### config.mk
export PLATFORM = sky130hd
export DESIGN_NAME = lru_tile_cache_lookup_unit
export DESIGN_NICKNAME = d
export VERILOG_FILES = /design/src/rtl/core/ltcl_pkg.sv /design/src/rtl/core/lru_tile_cache_lookup_unit.sv
export SDC_FILE = /design/constraint.sdc
export NUM_CORES = 1
export LEC_CHECK = 0
export ABC_AREA = 1
export BUFFER_PORTS_ARGS = -buffer_cell sky130_fd_sc_hd__buf_2
export CORE_MARGIN = 4
export CORE_UTILIZATION = 45
export CTS_BUF_LIST = sky130_fd_sc_hd__clkbuf_8
export CTS_CLUSTER_DIAMETER = 80
export CTS_CLUSTER_SIZE = 10
export DETAILED_ROUTE_END_ITERATION = 16
export GPL_TIMING_DRIVEN = 0
export PLACE_DENSITY = 0.69
export SETUP_SLACK_MARGIN = 0.5
export SYNTH_ARGS = -nofsm -noshare
export SYNTH_HDL_FRONTEND = slang
export SYNTH_SLANG_ARGS = --single-unit
### constraint.sdc
create_clock -name clk -period 22.8 [get_ports clk]
set_input_delay 0 -clock clk [delete_from_list [all_inputs] [get_ports clk]]
set_output_delay 0 -clock clk [all_outputs]
set_load 0.01 [all_outputs]
### src/rtl/core/ltcl_pkg.sv
// ltcl_pkg: shared constants of the tile-tag cache lookup unit
// depends on nothing; used by lru_tile_cache_lookup_unit
`timescale 1ns / 1ps

package ltcl_pkg;

	// geometry and payload widths fixed by the field definitions
	localparam int unsigned COORD_W = 16;
	localparam int unsigned CFG_W   = 16;
	localparam int unsigned CIDX_W  = 2;
	localparam int unsigned STAT_W  = 2;
	localparam int unsigned SLOTF_W = 2;
	localparam int unsigned STAMP_W = 32;

	// reciprocal scaling for the divide by the tile edge
	localparam int unsigned DIV_SHIFT = 33;

	// configuration register indexes
	localparam logic [CIDX_W-1:0] CFG_IMAGE_WIDTH  = 2'd0;
	localparam logic [CIDX_W-1:0] CFG_IMAGE_HEIGHT = 2'd1;
	localparam logic [CIDX_W-1:0] CFG_PLANE_VALID  = 2'd2;

	// result status codes
	localparam logic [STAT_W-1:0] ST_SERVED      = 2'd0;
	localparam logic [STAT_W-1:0] ST_REJECTED    = 2'd1;
	localparam logic [STAT_W-1:0] ST_FILL_FAILED = 2'd2;

endpackage

### src/rtl/core/lru_tile_cache_lookup_unit.sv
// lru_tile_cache_lookup_unit: fully associative tile-tag cache with lru victim choice
// depends on ltcl_pkg for widths, register indexes and status codes
`timescale 1ns / 1ps

// A request beat names a pixel; the unit rejects it when the plane is not
// valid or the pixel lies outside the configured width and height, else it
// aligns the pixel to its tile origin, looks the tile up among SLOTS tag
// entries and returns one result beat with status, hit, slot, tile origin
// and the row-major index of the pixel inside its tile (clipped at the
// right plane edge). A hit refreshes the slot's use stamp; a miss takes the
// first invalid slot, else the one with the lowest stamp, and the fill_ok
// bit of the request decides whether the fill lands or the victim is
// dropped. A served request runs from acceptance to its result beat in
// these steps: four products on the one shared multiplier (two reciprocal
// divides and two origin products, the local index product overlapping the
// first tag compare), one tag entry per cycle in the slot walk and one
// finish step that loads the output register. A rejected request goes
// straight to the finish step. The finish step stalls for as long as an
// earlier result beat still waits unaccepted. The unit takes one request
// at a time; in_ready is high only while the sequencer is idle, so a new
// request is not taken until the previous one has left the finish step,
// and a new request may be taken while the previous result beat still
// waits in the output register. No clearing pass is needed after reset.
// Configuration writes must be made only while the unit is idle; the unit
// does not enforce this. Configuration writes do not flush the cache.
module lru_tile_cache_lookup_unit #(
	parameter int unsigned SLOTS     = 4,
	parameter int unsigned TILE_EDGE = 256
) (
	input  logic                          clk,
	input  logic                          arst_n,
	// configuration write port
	input  logic                          cfg_wr_en,
	input  logic [ltcl_pkg::CIDX_W-1:0]   cfg_idx,
	input  logic [ltcl_pkg::CFG_W-1:0]    cfg_wdata,
	// request channel
	input  logic                          in_valid,
	output logic                          in_ready,
	input  logic [ltcl_pkg::COORD_W-1:0]  pix_x,
	input  logic [ltcl_pkg::COORD_W-1:0]  pix_y,
	input  logic                          fill_ok,
	// result channel
	output logic                          out_valid,
	input  logic                          out_ready,
	output logic [ltcl_pkg::STAT_W-1:0]   status,
	output logic                          hit,
	output logic [ltcl_pkg::SLOTF_W-1:0]  slot,
	output logic [ltcl_pkg::COORD_W-1:0]  tile_x,
	output logic [ltcl_pkg::COORD_W-1:0]  tile_y,
	output logic [ltcl_pkg::COORD_W-1:0]  local_index
);

	localparam int unsigned SLOT_W = (SLOTS > 1) ? $clog2(SLOTS) : 1;
	localparam int unsigned TW_W   = $clog2(TILE_EDGE + 1);
	// x / TILE_EDGE == (x * RECIP) >> DIV_SHIFT exactly for 16-bit x
	localparam logic [63:0] RECIP  =
		((64'd1 << ltcl_pkg::DIV_SHIFT) + 64'(TILE_EDGE) - 64'd1) / 64'(TILE_EDGE);
	localparam int unsigned RECIP_W = $clog2(RECIP + 64'd1);
	localparam int unsigned PROD_W  = ltcl_pkg::COORD_W + RECIP_W;

	typedef enum logic [2:0] {
		S_IDLE,
		S_DIVX,
		S_DIVY,
		S_ORGX,
		S_ORGY,
		S_SCAN,
		S_FIN
	} state_t;

	// configuration registers
	logic [ltcl_pkg::CFG_W-1:0] img_w_q;
	logic [ltcl_pkg::CFG_W-1:0] img_h_q;
	logic                       plane_ok_q;

	// sequencer and request context
	state_t                        state_q;
	logic [SLOT_W-1:0]             scan_idx_q;
	logic [ltcl_pkg::COORD_W-1:0]  x_q, y_q;
	logic                          fill_ok_q;
	logic                          rej_q;
	logic [ltcl_pkg::COORD_W-1:0]  qx_q, qy_q;
	logic [ltcl_pkg::COORD_W-1:0]  tx_q, ty_q;
	logic [TW_W-1:0]               tw_q;
	logic [ltcl_pkg::COORD_W-1:0]  li_q;

	// slot walk trackers
	logic                          found_q;
	logic [SLOT_W-1:0]             hit_slot_q;
	logic                          inv_found_q;
	logic [SLOT_W-1:0]             victim_q;
	logic [ltcl_pkg::STAMP_W-1:0]  min_use_q;

	// tag store
	logic [SLOTS-1:0]              slot_valid_q;
	logic [ltcl_pkg::COORD_W-1:0]  slot_tx_q  [SLOTS];
	logic [ltcl_pkg::COORD_W-1:0]  slot_ty_q  [SLOTS];
	logic [ltcl_pkg::STAMP_W-1:0]  slot_use_q [SLOTS];
	logic [ltcl_pkg::STAMP_W-1:0]  use_clock_q;

	// output register
	logic                          out_valid_q;
	logic [ltcl_pkg::STAT_W-1:0]   status_q;
	logic                          hit_q;
	logic [ltcl_pkg::SLOTF_W-1:0]  slot_q;
	logic [ltcl_pkg::COORD_W-1:0]  tile_x_q, tile_y_q, local_index_q;

	// shared multiplier
	logic [ltcl_pkg::COORD_W-1:0]  mul_a;
	logic [RECIP_W-1:0]            mul_b;
	logic [PROD_W-1:0]             prod;

	logic                          req_rej;
	logic                          tag_hit;
	logic [ltcl_pkg::COORD_W-1:0]  tw_full;
	logic                          out_free;
	logic [ltcl_pkg::STAMP_W-1:0]  use_next;

	assign in_ready    = (state_q == S_IDLE);
	assign out_valid   = out_valid_q;
	assign status      = status_q;
	assign hit         = hit_q;
	assign slot        = slot_q;
	assign tile_x      = tile_x_q;
	assign tile_y      = tile_y_q;
	assign local_index = local_index_q;

	assign req_rej  = !plane_ok_q || (pix_x >= img_w_q) || (pix_y >= img_h_q);
	assign tag_hit  = slot_valid_q[scan_idx_q] && (slot_tx_q[scan_idx_q] == tx_q)
		&& (slot_ty_q[scan_idx_q] == ty_q);
	// tile origin never exceeds the pixel, so this stays non-negative
	assign tw_full  = img_w_q - tx_q;
	assign out_free = !out_valid_q || out_ready;
	assign use_next = use_clock_q + 1'b1;

	// operand selection for the one multiplier
	always_comb begin
		mul_a = x_q;
		mul_b = RECIP_W'(RECIP);
		case (state_q)
			S_DIVY: begin
				mul_a = y_q;
			end
			S_ORGX: begin
				mul_a = qx_q;
				mul_b = RECIP_W'(TILE_EDGE);
			end
			S_ORGY: begin
				mul_a = qy_q;
				mul_b = RECIP_W'(TILE_EDGE);
			end
			S_SCAN: begin
				// row offset times clipped width
				mul_a = y_q - ty_q;
				mul_b = RECIP_W'(tw_q);
			end
			default: begin
				mul_a = x_q;
			end
		endcase
	end

	assign prod = PROD_W'(mul_a) * PROD_W'(mul_b);

	// configuration registers
	always_ff @(posedge clk or negedge arst_n) begin
		if (!arst_n) begin
			img_w_q    <= '0;
			img_h_q    <= '0;
			plane_ok_q <= 1'b0;
		end else if (cfg_wr_en) begin
			unique case (cfg_idx)
				ltcl_pkg::CFG_IMAGE_WIDTH:  img_w_q    <= cfg_wdata;
				ltcl_pkg::CFG_IMAGE_HEIGHT: img_h_q    <= cfg_wdata;
				ltcl_pkg::CFG_PLANE_VALID:  plane_ok_q <= cfg_wdata[0];
				default: ;
			endcase
		end
	end

	// sequencer, tag store and result register
	always_ff @(posedge clk or negedge arst_n) begin
		if (!arst_n) begin
			state_q      <= S_IDLE;
			scan_idx_q   <= '0;
			found_q      <= 1'b0;
			inv_found_q  <= 1'b0;
			slot_valid_q <= '0;
			use_clock_q  <= '0;
			out_valid_q  <= 1'b0;
			for (int i = 0; i < SLOTS; i++) begin
				slot_use_q[i] <= '0;
			end
		end else begin
			// the finish step reloads the register itself when the beat leaves
			if (out_valid_q && out_ready && state_q != S_FIN) begin
				out_valid_q <= 1'b0;
			end
			unique case (state_q)
				S_IDLE: begin
					if (in_valid) begin
						x_q         <= pix_x;
						y_q         <= pix_y;
						fill_ok_q   <= fill_ok;
						rej_q       <= req_rej;
						found_q     <= 1'b0;
						inv_found_q <= 1'b0;
						scan_idx_q  <= '0;
						state_q     <= req_rej ? S_FIN : S_DIVX;
					end
				end
				S_DIVX: begin
					qx_q    <= ltcl_pkg::COORD_W'(prod >> ltcl_pkg::DIV_SHIFT);
					state_q <= S_DIVY;
				end
				S_DIVY: begin
					qy_q    <= ltcl_pkg::COORD_W'(prod >> ltcl_pkg::DIV_SHIFT);
					state_q <= S_ORGX;
				end
				S_ORGX: begin
					tx_q    <= prod[ltcl_pkg::COORD_W-1:0];
					state_q <= S_ORGY;
				end
				S_ORGY: begin
					ty_q    <= prod[ltcl_pkg::COORD_W-1:0];
					// clip the tile width at the right plane edge
					if (tw_full > ltcl_pkg::COORD_W'(TILE_EDGE)) begin
						tw_q <= TW_W'(TILE_EDGE);
					end else begin
						tw_q <= TW_W'(tw_full);
					end
					state_q <= S_SCAN;
				end
				S_SCAN: begin
					if (scan_idx_q == '0) begin
						li_q <= prod[ltcl_pkg::COORD_W-1:0] + (x_q - tx_q);
					end
					// first matching valid entry wins
					if (!found_q && tag_hit) begin
						found_q    <= 1'b1;
						hit_slot_q <= scan_idx_q;
					end
					// first free entry, else lowest stamp with earliest slot on ties
					if (!inv_found_q) begin
						if (!slot_valid_q[scan_idx_q]) begin
							inv_found_q <= 1'b1;
							victim_q    <= scan_idx_q;
						end else if (scan_idx_q == '0
							|| slot_use_q[scan_idx_q] < min_use_q) begin
							victim_q  <= scan_idx_q;
							min_use_q <= slot_use_q[scan_idx_q];
						end
					end
					if (scan_idx_q == SLOT_W'(SLOTS - 1)) begin
						scan_idx_q <= '0;
						state_q    <= S_FIN;
					end else begin
						scan_idx_q <= scan_idx_q + 1'b1;
					end
				end
				S_FIN: begin
					if (out_free) begin
						out_valid_q <= 1'b1;
						state_q     <= S_IDLE;
						if (rej_q) begin
							status_q      <= ltcl_pkg::ST_REJECTED;
							hit_q         <= 1'b0;
							slot_q        <= '0;
							tile_x_q      <= '0;
							tile_y_q      <= '0;
							local_index_q <= '0;
						end else if (found_q) begin
							use_clock_q            <= use_next;
							slot_use_q[hit_slot_q] <= use_next;
							status_q               <= ltcl_pkg::ST_SERVED;
							hit_q                  <= 1'b1;
							slot_q                 <= ltcl_pkg::SLOTF_W'(hit_slot_q);
							tile_x_q               <= tx_q;
							tile_y_q               <= ty_q;
							local_index_q          <= li_q;
						end else if (!fill_ok_q) begin
							slot_valid_q[victim_q] <= 1'b0;
							status_q               <= ltcl_pkg::ST_FILL_FAILED;
							hit_q                  <= 1'b0;
							slot_q                 <= ltcl_pkg::SLOTF_W'(victim_q);
							tile_x_q               <= tx_q;
							tile_y_q               <= ty_q;
							local_index_q          <= '0;
						end else begin
							slot_valid_q[victim_q] <= 1'b1;
							slot_tx_q[victim_q]    <= tx_q;
							slot_ty_q[victim_q]    <= ty_q;
							slot_use_q[victim_q]   <= use_next;
							use_clock_q            <= use_next;
							status_q               <= ltcl_pkg::ST_SERVED;
							hit_q                  <= 1'b0;
							slot_q                 <= ltcl_pkg::SLOTF_W'(victim_q);
							tile_x_q               <= tx_q;
							tile_y_q               <= ty_q;
							local_index_q          <= li_q;
						end
					end
				end
				default: begin
					state_q <= S_IDLE;
				end
			endcase
		end
	end

	// a result beat only appears out of the finish step
	a_out_from_fin: assert property (@(posedge clk) disable iff (!arst_n)
		$rose(out_valid_q) |-> $past(state_q) == S_FIN)
		else $error("result beat raised outside the finish step");

	// the use clock only ever steps by one, and only when a result is committed
	a_clock_step: assert property (@(posedge clk) disable iff (!arst_n)
		use_clock_q != $past(use_clock_q) |->
			use_clock_q == $past(use_clock_q) + 1'b1 && $past(state_q) == S_FIN)
		else $error("use clock moved unexpectedly");

	// slot walk always starts from the first entry
	a_scan_idle: assert property (@(posedge clk) disable iff (!arst_n)
		state_q != S_SCAN |-> scan_idx_q == '0)
		else $error("slot walk index left non-zero");

	// an accepted request starts the sequencer at the first divide or the finish step
	a_ready_idle: assert property (@(posedge clk) disable iff (!arst_n)
		in_valid && in_ready |=> state_q == S_DIVX || state_q == S_FIN)
		else $error("accepted request did not start the sequencer");

endmodule

## Word-level counts from Yosys, hierarchy flattened

Memory sizes are Yosys's and may differ from the RTL's.
Cells that the tools add are included.

- Memories kept: 2
- Input bits: 56
- Memory bits (writable): 128
- Register bits after elaboration: 403

Memories:

| name | words | bits a word | rd ports | clocked after memory_dff | write ports | line | source |
|---|---|---|---|---|---|---|---|
| slot_tx_q | 4 | 16 | 1 | 0 | 1 | lru_tile_cache_lookup_unit.sv:96 | `logic [ltcl_pkg::COORD_W-1:0] slot_tx_q [SLOTS];` |
| slot_ty_q | 4 | 16 | 1 | 0 | 1 | lru_tile_cache_lookup_unit.sv:97 | `logic [ltcl_pkg::COORD_W-1:0] slot_ty_q [SLOTS];` |

- $lt $le $gt $ge: 12
- Multiplexer cells: 51
- Eq/ne operators: 17
- Bitwise operators: 9
- Reductions and logical operators: 41
- Multiply operators: 1
- $add $sub $neg: 6

Operators with widths:

| operator | count |
|---|---|
| $bwmux 128 | 2 |
| $mux 128 | 2 |
| $mux 32 | 6 |
| $demux 32 s2 | 2 |
| $bmux 32 s2 | 1 |
| $pmux 16 s4 | 1 |
| $pmux 26 s2 | 1 |
| $sub 16x16->16 | 3 |
| $mul 16x26->42 | 1 |
| $add 32x1->32 const B | 1 |
| $eq 16x16->1 | 2 |
| $ge 16x16->1 | 2 |
| $lt 32x32->1 | 1 |
| $mux 16 | 2 |
| $pmux 3 s7 | 1 |
| $reduce_and 3->1 | 6 |
| $mux 1 | 17 |
| $add 16x16->16 | 1 |
| $gt 16x9->1 const B | 1 |
| $reduce_and 2->1 | 8 |
| $mux 2 | 6 |
| $mux 3 | 4 |
| $reduce_and 4->1 | 3 |
| $eq 3x3->1 const B | 3 |
| other kinds (30) | 60 |

## Longest topological paths before layout

Gate-level depths: netlist (run 1).

- Word-level depth: 8
- Gate-level depth with buffers: 44

## Worst setup path after synthesis (run 1)

OpenSTA, ideal clock, no wires.

- Kind: register to register
- Start point: register y_q[0] in the netlist's numbering
- End point: register li_q[15] in the netlist's numbering, data pin
- Data arrival time: 7592 ps
- Library setup time: 264 ps
- Period minus slack after synthesis: 7856 ps
- Slack: 14944 ps
- Cell stages (with the launch flop): 39
- Cells stage by stage: edfxtp_1 -> inv_1 -> ha_1 -> inv_1 -> fa_1 -> nand3_1 -> nand2_1 -> nand2_1 -> nand3_1 -> nand3_1 -> nand3_2 -> inv_1 -> nor2_1 -> fa_1 -> inv_1 -> fa_1 -> inv_1 -> fa_1 -> (+3 left out) -> fa_1 -> inv_1 -> fa_1 -> inv_1 -> ha_1 -> a21oi_1 -> nand2_1 -> a31o_2 -> xor2_1 -> inv_1 -> fa_1 -> inv_1 -> ha_1 -> nand2_1 -> nor3_1 -> nor3b_1 -> a221oi_1 -> xnor2_1

- Word-level cells in the longest chain between the ends: 4

Ends and longest elaborated chain:

| item | line | source |
|---|---|---|
| start, declared | lru_tile_cache_lookup_unit.sv:79 | `logic [ltcl_pkg::COORD_W-1:0] x_q, y_q;` |
| start signal, assigned | lru_tile_cache_lookup_unit.sv:203 | `y_q <= pix_y;` |
| $sub 16x16->16 | lru_tile_cache_lookup_unit.sv:154 | `mul_a = y_q - ty_q;` |
| $pmux 16 s4 (*) | lru_tile_cache_lookup_unit.sv:140 | `case (state_q)` |
| $mul 16x26->42 (*) | lru_tile_cache_lookup_unit.sv:163 | `assign prod = PROD_W'(mul_a) * PROD_W'(mul_b);` |
| net prod[12] | lru_tile_cache_lookup_unit.sv:111 | `logic [PROD_W-1:0] prod;` |
| $add 16x16->16 (*) | lru_tile_cache_lookup_unit.sv:236 | `li_q <= prod[ltcl_pkg::COORD_W-1:0] + (x_q - tx_q);` |
| end signal, assigned | lru_tile_cache_lookup_unit.sv:236 |  |
| end, declared | lru_tile_cache_lookup_unit.sv:85 | `logic [ltcl_pkg::COORD_W-1:0] li_q;` |

The timed path passes the listed nets; every way through them passes the cells marked *.
A chain may end at the register's enable or synchronous reset.

## Final worst setup path (run 1)

- Start point: register ty_q[2] in the netlist's numbering
- End point: register li_q[15] in the netlist's numbering, data pin

- Word-level cells in the longest chain between the ends: 4

Ends and longest elaborated chain:

| item | line | source |
|---|---|---|
| start, declared | lru_tile_cache_lookup_unit.sv:83 | `logic [ltcl_pkg::COORD_W-1:0] tx_q, ty_q;` |
| start signal, assigned | lru_tile_cache_lookup_unit.sv:225 | `ty_q <= prod[ltcl_pkg::COORD_W-1:0];` |
| $sub 16x16->16 | lru_tile_cache_lookup_unit.sv:154 |  |
| $pmux 16 s4 | lru_tile_cache_lookup_unit.sv:140 |  |
| $mul 16x26->42 | lru_tile_cache_lookup_unit.sv:163 |  |
| net prod[12] | lru_tile_cache_lookup_unit.sv:111 |  |
| $add 16x16->16 | lru_tile_cache_lookup_unit.sv:236 |  |

The timed path passes the listed nets, and every way through them passes these cells.

==> results of run 1 <==
[metal layers]
metal	up-vias	GRT usage (%)
li1	11710	-
met1	11880	31.53
met2	1010	39.21
met3	218	3.521
met4	0	9.598
met5	-	0
[sequential cells by signal (all words and copies together), names as in the netlist, 32 cells and up, named ones only]
| name | flops |
|---|---|
| use_clock_q | 32 |
| slot_use_q | 128 |
| min_use_q | 32 |
| slot_tx_q | 64 |
| slot_ty_q | 64 |
[timing repair]
item | in CTS | in global routing
buffers inserted | 0 | 0
endpoints found under the hold margin | 212 | 0
hold buffers | 63 | 0
[Yosys cell counts (27+ instances only)]
master / count
edfxtp_1: 326
inv_1: 522
xor2_1: 62
o21ai_0: 224
nand2_1: 743
o22ai_1: 50
o21ai_1: 27
fa_1: 113
ha_1: 220
nor2_1: 375
a21oi_1: 140
nand3_1: 138
clkbuf_1: 66
dfrtp_1: 205
[cell families after synthesis]
family / count (synthesis)
muxes: 2
buffers and inverters: 633
DFF: 531
and+or+nand+nor: 1367
AOI/OAI and AO/OA: 500
adders and majority gates: 333
xor gates and xnor gates: 83
[critical path, delay by kind of cell, from the launching register on]
kind,cells,cell delay (ns)
adder cells (fa/ha/maj),10,4.57
AO/OA/AOI/OAI,3,0.57
AND/OR/NAND/NOR,12,1.44
flip-flops,1,0.60
buffers and inverters,11,1.14
XOR/XNOR,2,0.74
[cell type report]
type / count / area share, %
Buffer: 94 / 1.183
Multi-Input combinational cell: 2285 / 40.45
Timing Repair Buffer: 188 / 4.149
Inverter: 539 / 5.751
Clock buffer: 60 / 2.344
Sequential cell: 531 / 42.35
Clock inverter: 31 / 0.4618
Tap cell: 931 / 3.307
[path summary, 6_finish.rpt]
| kind | start | end | slack (ns) | cells past startpoint |
|---|---|---|---|---|
| setup / recovery | ty_q[2]$_DFFE_PP_ | li_q[15]$_DFFE_PP_ | 13.51 | 38 |
| max in group asynchronous | arst_n | slot_use_q[7]$_DFFE_PN0P_ | 21.57 | 5 |
| hold reg to reg | slot_use_q[69]$_DFFE_PN0P_ | slot_use_q[69]$_DFFE_PN0P_ | 0.47 | 2 |
| setup reg to reg | ty_q[2]$_DFFE_PP_ | li_q[15]$_DFFE_PP_ | 13.51 | 38 |
| hold / removal | pix_y[3] | y_q[3]$_DFFE_PP_ | 0.08 | 2 |
| min in group asynchronous | arst_n | state_q[0]$_DFFE_PN0P_ | 0.41 | 4 |
[cells in the final DEF (no fill, tap or decap), types with 6 or more instances in the layout]
| master | netlist | layout |
|---|---|---|
| nand3_1 | 138 | 138 |
| a21oi_1 | 140 | 139 |
| inv_1 | 522 | 547 |
| inv_2 | 11 | 11 |
| nor3_2 | 3 | 6 |
| buf_2 | 18 | 127 |
| nand2_1 | 743 | 743 |
| edfxtp_1 | 326 | 326 |
| o21ai_0 | 224 | 224 |
| nand3b_1 | 6 | 6 |
| dlygate4sd3_1 | 0 | 62 |
| buf_4 | 5 | 6 |
| nand3_2 | 7 | 7 |
| o21a_1 | 16 | 16 |
| fa_1 | 113 | 113 |
| buf_6 | 3 | 7 |
| nor3_1 | 25 | 22 |
| a31oi_1 | 7 | 7 |
| nand4_1 | 25 | 25 |
| dfrtp_1 | 205 | 205 |
| nand2_2 | 9 | 9 |
| nor2_1 | 375 | 370 |
| clkbuf_1 | 66 | 66 |
| nor2_4 | 5 | 9 |
| nor2_2 | 7 | 8 |
| xor2_1 | 62 | 62 |
| clkbuf_8 | 0 | 60 |
| o21ai_1 | 27 | 27 |
| o22ai_1 | 50 | 50 |
| a21o_1 | 6 | 6 |
| xnor2_1 | 20 | 20 |
| clkinv_1 | 5 | 6 |
| ha_1 | 220 | 220 |
[power groups by stage]
stage	combinational, mW	clock, mW	sequential (mW)
after floorplan	1.50	0	1.43
after global placement	2.07	0	1.48
after detailed placement	2.11	0	1.48
after CTS	2.13	0.594	1.46
after global routing	2.43	0.635	1.48
final	2.15	0.586	1.46
==> metrics.csv, run 1 <==
metric;value;unit
grt_first_pass_wirelength;137.7;mm
synth_nets;3838;
synthArstFlopShare;38.61;%
setup_tns;0;ns
drive_gt1_share;7.645;%
skew;0.08904;ns
portBuffers;110;
synth_xor_xnor_area_share;2.328;%
drt-met1-wl;36.29;mm
slowest_delay;0.60;ns
row_count;96;
nFillCells;6340;
worst_pin_slew;1.223;ns
wl_met3;6.818;mm
p_int;2.265;mW
synth_seq_cells;531;
cts.clk_slew.worst_paths;0.08;ns
slew_headroom;18.19;%
cts_sinks;531;
muxShareOfSynthArea;0.06345;%
grt_pass1_vias;24800;
clockPowerShare;14.0;%
synth_top_area_share;31.03;%
cts_tree;yes;
synth-warning-count;0;
crit_arrival;9.75;ns
antenna_cells;0;
ios;111;
period_minus_slack;9.292;ns
grt_max_degree;104;
maxCapViolCount;0;
yosys.area_share.simple;18.07;%
drtIter0Drc;2236;
criticalPathCategory;reg2reg;
via_per_inst;5.326;
synth_top_flop_cell;edfxtp_1;
routabilityCongestion;0.9956;
postRouteAntennaNets;0;
yosysSeqAreaShare;47.29;%
track_usage;23.70;%
nNetsFinal;4088;
p_sw_share;46.01;%
wl_met2;41.15;mm
synth_area_leaders;edfxtp_1 31%, dfrtp_1 16%, nand2_1 8.8%;
yosysUniqueCellTypes;58;
synth_fa_ha_area_share;15.89;%
max_freq;107.6;MHz
rsz0062_at_grt;no;
place_area;0.03358;sq mm
comb_power_share;51.2;%
slowest_stage;edfxtp_1;
multiInputGateArea;0.01425;sq mm
ir_drop;80.28;uV
holdWs;0.08202;ns
cts_resized;0;
antenna_found_initial;0;
p_seq_share;34.9;%
routed.top_layer;met4;
synth_area;0.03155;sq mm
clkLatencyLatePin;0.73;ns
postSynthAreaPerCell;9.148;sq um
post_drt_wl_per_cell;18.90;um
vias;24810;
yosys.area.top_type;edfxtp_1;
gr-total-overflow;0;
cp-end-kind;flip-flop;
switchingPower;1.931;mW
synth_top_family_by_area;simple AND/OR/NAND/NOR gates;
area_growth;11.64;%
drt_pre_antenna_iters;6;
die_area;0.07441;sq mm
period_share;40.75;%
finalNonFillerCells;4659;
syn_inst;3449;
power;4.196;mW
drt-total-wl;88.08;mm
cp_common_cell;inv_1;
power_density;119.1;mW/mm^2
final_area;0.03523;sq mm
hpwl;67.39;mm
maxSlewViolCount;0;
setup_viol;0;
outcome;finished clean;
drc;0;
start_kind;flip-flop;
die_h;272.8;um
start_util;45.68;%
layout.area.seq;0.01492;sq mm
cp_max_fo;7;
cts-buffers-inserted;60;
final_util;51.00;%
core;0.06907;sq mm
cp.required;23.26;ns
placed_cells;4504;
hold_violations;0;
hold_path.class;in2reg;
clk_path_buf_depth;3;
cts_root_buf;clkbuf_8;
htree_levels;2;
synth_edf_count;326;
synth_compound_area_share;8.617;%
worst_slack;13.51;ns
die_x;272.8;um
p_leak;16.72;nW
pre_cts_slack;13.60;ns
(Power assumes the default switching activity.)
==> inputs of run 2 (changes only) <==
--- a/config.mk
+++ b/config.mk
@@ -14,7 +14,7 @@
 export CTS_CLUSTER_SIZE = 10
 export DETAILED_ROUTE_END_ITERATION = 16
 export GPL_TIMING_DRIVEN = 0
-export PLACE_DENSITY = 0.69
+export PLACE_DENSITY = 0.71
 export SETUP_SLACK_MARGIN = 0.5
 export SYNTH_ARGS = -nofsm -noshare
 export SYNTH_HDL_FRONTEND = slang
==> constraint.sdc (replaced) <==
create_clock -name clk -period 8.2 [get_ports clk]
set_input_delay 0 -clock clk [delete_from_list [all_inputs] [get_ports clk]]
set_output_delay 0 -clock clk [all_outputs]
set_load 0.01 [all_outputs]
==> metrics.csv, run 2 (synthesized netlist as in run 1, its figures left out) <==
metric;value;unit;change
path_buf_inv;12;;+1
power;13.10;mW;+210%
worstHoldEndpoint;y_q[6]$_DFFE_PP_;;
period_minus_slack;7.955;ns;-1.337 ns
track_usage;23.98;%;+0.28 points
drc;0;;unchanged
max_freq;125.7;MHz;+17%
hold_violations;0;;unchanged
nFillCells;6127;;-3.4%
outcome;finished clean;;
ir_drop;342.3;uV;+330%
skew;0.06190;ns;-0.02714 ns
core;0.06907;sq mm;unchanged
drt_pre_antenna_iters;7;;+1
largest_reg_flops;128;;unchanged
regMostFlops;slot_use_q;;
place_area;0.03359;sq mm;about the same
maxSlewViolCount;0;;unchanged
cts_tree;yes;;
via_per_inst;5.379;;+0.99%
start_kind;flip-flop;;
postRouteAntennaNets;0;;unchanged
period_share;97.01;%;+56 points
cp.required;8.66;ns;-14.60 ns
min_from;pix_y[6];;
portBuffers;110;;unchanged
final_common_cell;nand2_1;;
post_drt_wl_per_cell;19.30;um;+2.1%
setup_tns;0;ns;unchanged
cts.clk_slew.worst_paths;0.08;ns;about the same
cts_sinks;531;;unchanged
vias;25520;;+2.8%
grt_first_pass_wirelength;139.2;mm;+1.1%
routabilityCongestion;1.014;;+1.8%
criticalPathCategory;reg2reg;;
htree_levels;2;;unchanged
cp.depth;36;;-5.3%
crit_family;adder cells;;
p_leak;17.21;nW;+2.9%
holdWs;0.05830;ns;-0.02372 ns
start_util;45.68;%;unchanged
reg2regPathDepth;36;;-5.3%
slew_headroom;17.41;%;-0.78 points
drtIter0Drc;2307;;+3.2%
cts_root_buf;clkbuf_8;;
r2r_end;li_q[13]$_DFFE_PP_;;
cts-buffers-inserted;60;;unchanged
hold_path.class;in2reg;;
ios;111;;unchanged
grt_pass1_vias;24990;;+0.77%
die_area;0.07441;sq mm;unchanged
die_h;272.8;um;unchanged
worst_pin_slew;1.234;ns;+0.01160 ns
hpwl;67.10;mm;-0.44%
slowest_delay;0.54;ns;-0.06 ns
clk_path_buf_depth;3;;unchanged
power_density;357.0;mW/mm^2;+200%
maxCapViolCount;0;;unchanged
hold_depth;2;;unchanged
drive_gt1_share;13.38;%;+5.7 points
slowest_stage;fa_1;;
cp_max_fo;3;;-4
antenna_cells;0;;unchanged
r2r_setup_slack;0.25;ns;-13.26 ns
antenna_found_initial;3;;+3
die_x;272.8;um;unchanged
final_area;0.03670;sq mm;+4.2%
nNetsFinal;4158;;+1.7%
clkLatencyLatePin;0.73;ns;about the same
r2r_start;ty_q[0]$_DFFE_PP_;;
gr-total-overflow;0;;unchanged
cp-end-kind;flip-flop;;
grt_max_degree;125;;+20%
setup_viol;0;;unchanged
crit_arrival;8.41;ns;-1.34 ns
drt-total-wl;91.54;mm;+3.9%
area_growth;16.31;%;
final_cell_mix;707 x nand2_1, 530 x inv_1, 358 x nor2_1, 326 x edfxtp_1, 217 x o21ai_0;;
largestRegisters;slot_use_q x128, slot_tx_q x64, slot_ty_q x64;;
row_count;96;;unchanged
rsz0062_at_grt;yes;;
## run 2: changes by cell type in the layout (fill, tap and decap cells not counted), sizes merged
cell    change
buf        +71
clkbuf      -1
inv        +15
## run 2: cell type report
type	instances	area (sq um)	area share [%]
Multi-Input combinational cell	2285	15100	41.14
Sequential cell	531	14920	40.65
Inverter	539	2044	5.571
Timing Repair Buffer	258	1994	5.435
Tap cell	931	1165	3.174
Clock buffer	60	825.8	2.250
Buffer	94	436.7	1.190
Clock inverter	46	215.2	0.5864
## run 2: what timing repair did
item / 4_1_cts / 5_1_grt
resized for setup: 117 / 91
cloned: 0 / 0
hold endpoints to repair: 257 / 0
pin swaps: 53 / 66
setup buffers: 46 / 26
hold buffers: 63 / 0
setup endpoints to repair: 23 / 23
## run 2: report_power, final
part	leakage (nW)	total, mW	internal, mW	switching, mW
sequential	5.44	4.05	3.65	0.396
combinational	11.1	7.39	2.73	4.66
clock	0.675	1.66	0.690	0.971
total	17.2	13.1	7.07	6.03
## run 2: worst reg2reg max path, delay by kind of cell (launching register included)
kind,cells,cell delay [ns]
compound gates,3,0.74
fa+ha+maj,11,4.72
simple gates,8,0.75
buf+inv,12,0.69
flops,1,0.49
xor+xnor,2,0.35
## run 2: worst max path at each step
stage                     slack [ns]               from                         end
after CTS                       0.44  ty_q[0]$_DFFE_PP_          li_q[15]$_DFFE_PP_
after global placement         -6.27             arst_n  slot_ty_q[0][12]$_DFFE_PP_
after global routing            0.08  ty_q[0]$_DFFE_PP_          li_q[13]$_DFFE_PP_
after floorplan                 0.50  ty_q[0]$_DFFE_PP_          li_q[15]$_DFFE_PP_
after detailed placement       -0.77  ty_q[2]$_DFFE_PP_          li_q[15]$_DFFE_PP_
final                           0.25  ty_q[0]$_DFFE_PP_          li_q[13]$_DFFE_PP_
## run 2: per-stage QoR
step	utilization [%]	setup slack [ns]	std cells
6_report	53.14	0.2452	4744
5_1_grt	53.14	0.07846	4744
4_1_cts	52.33	0.4369	4718
3_5_place_dp	48.63	-0.7659	4503
3_3_place_gp	48.24	-6.269	4490
2_1_floorplan	-	0.5048	3449
## run 2: layer usage
metal	track usage (%)	share of wire (%)	up-vias	wire length, um
li1	-	-	11850	-
met1	31.79	41	12310	37100
met2	39.41	47	1127	42840
met3	4.644	8.6	230	7918
met4	8.822	4.0	2	3671
met5	0	0.020	-	18
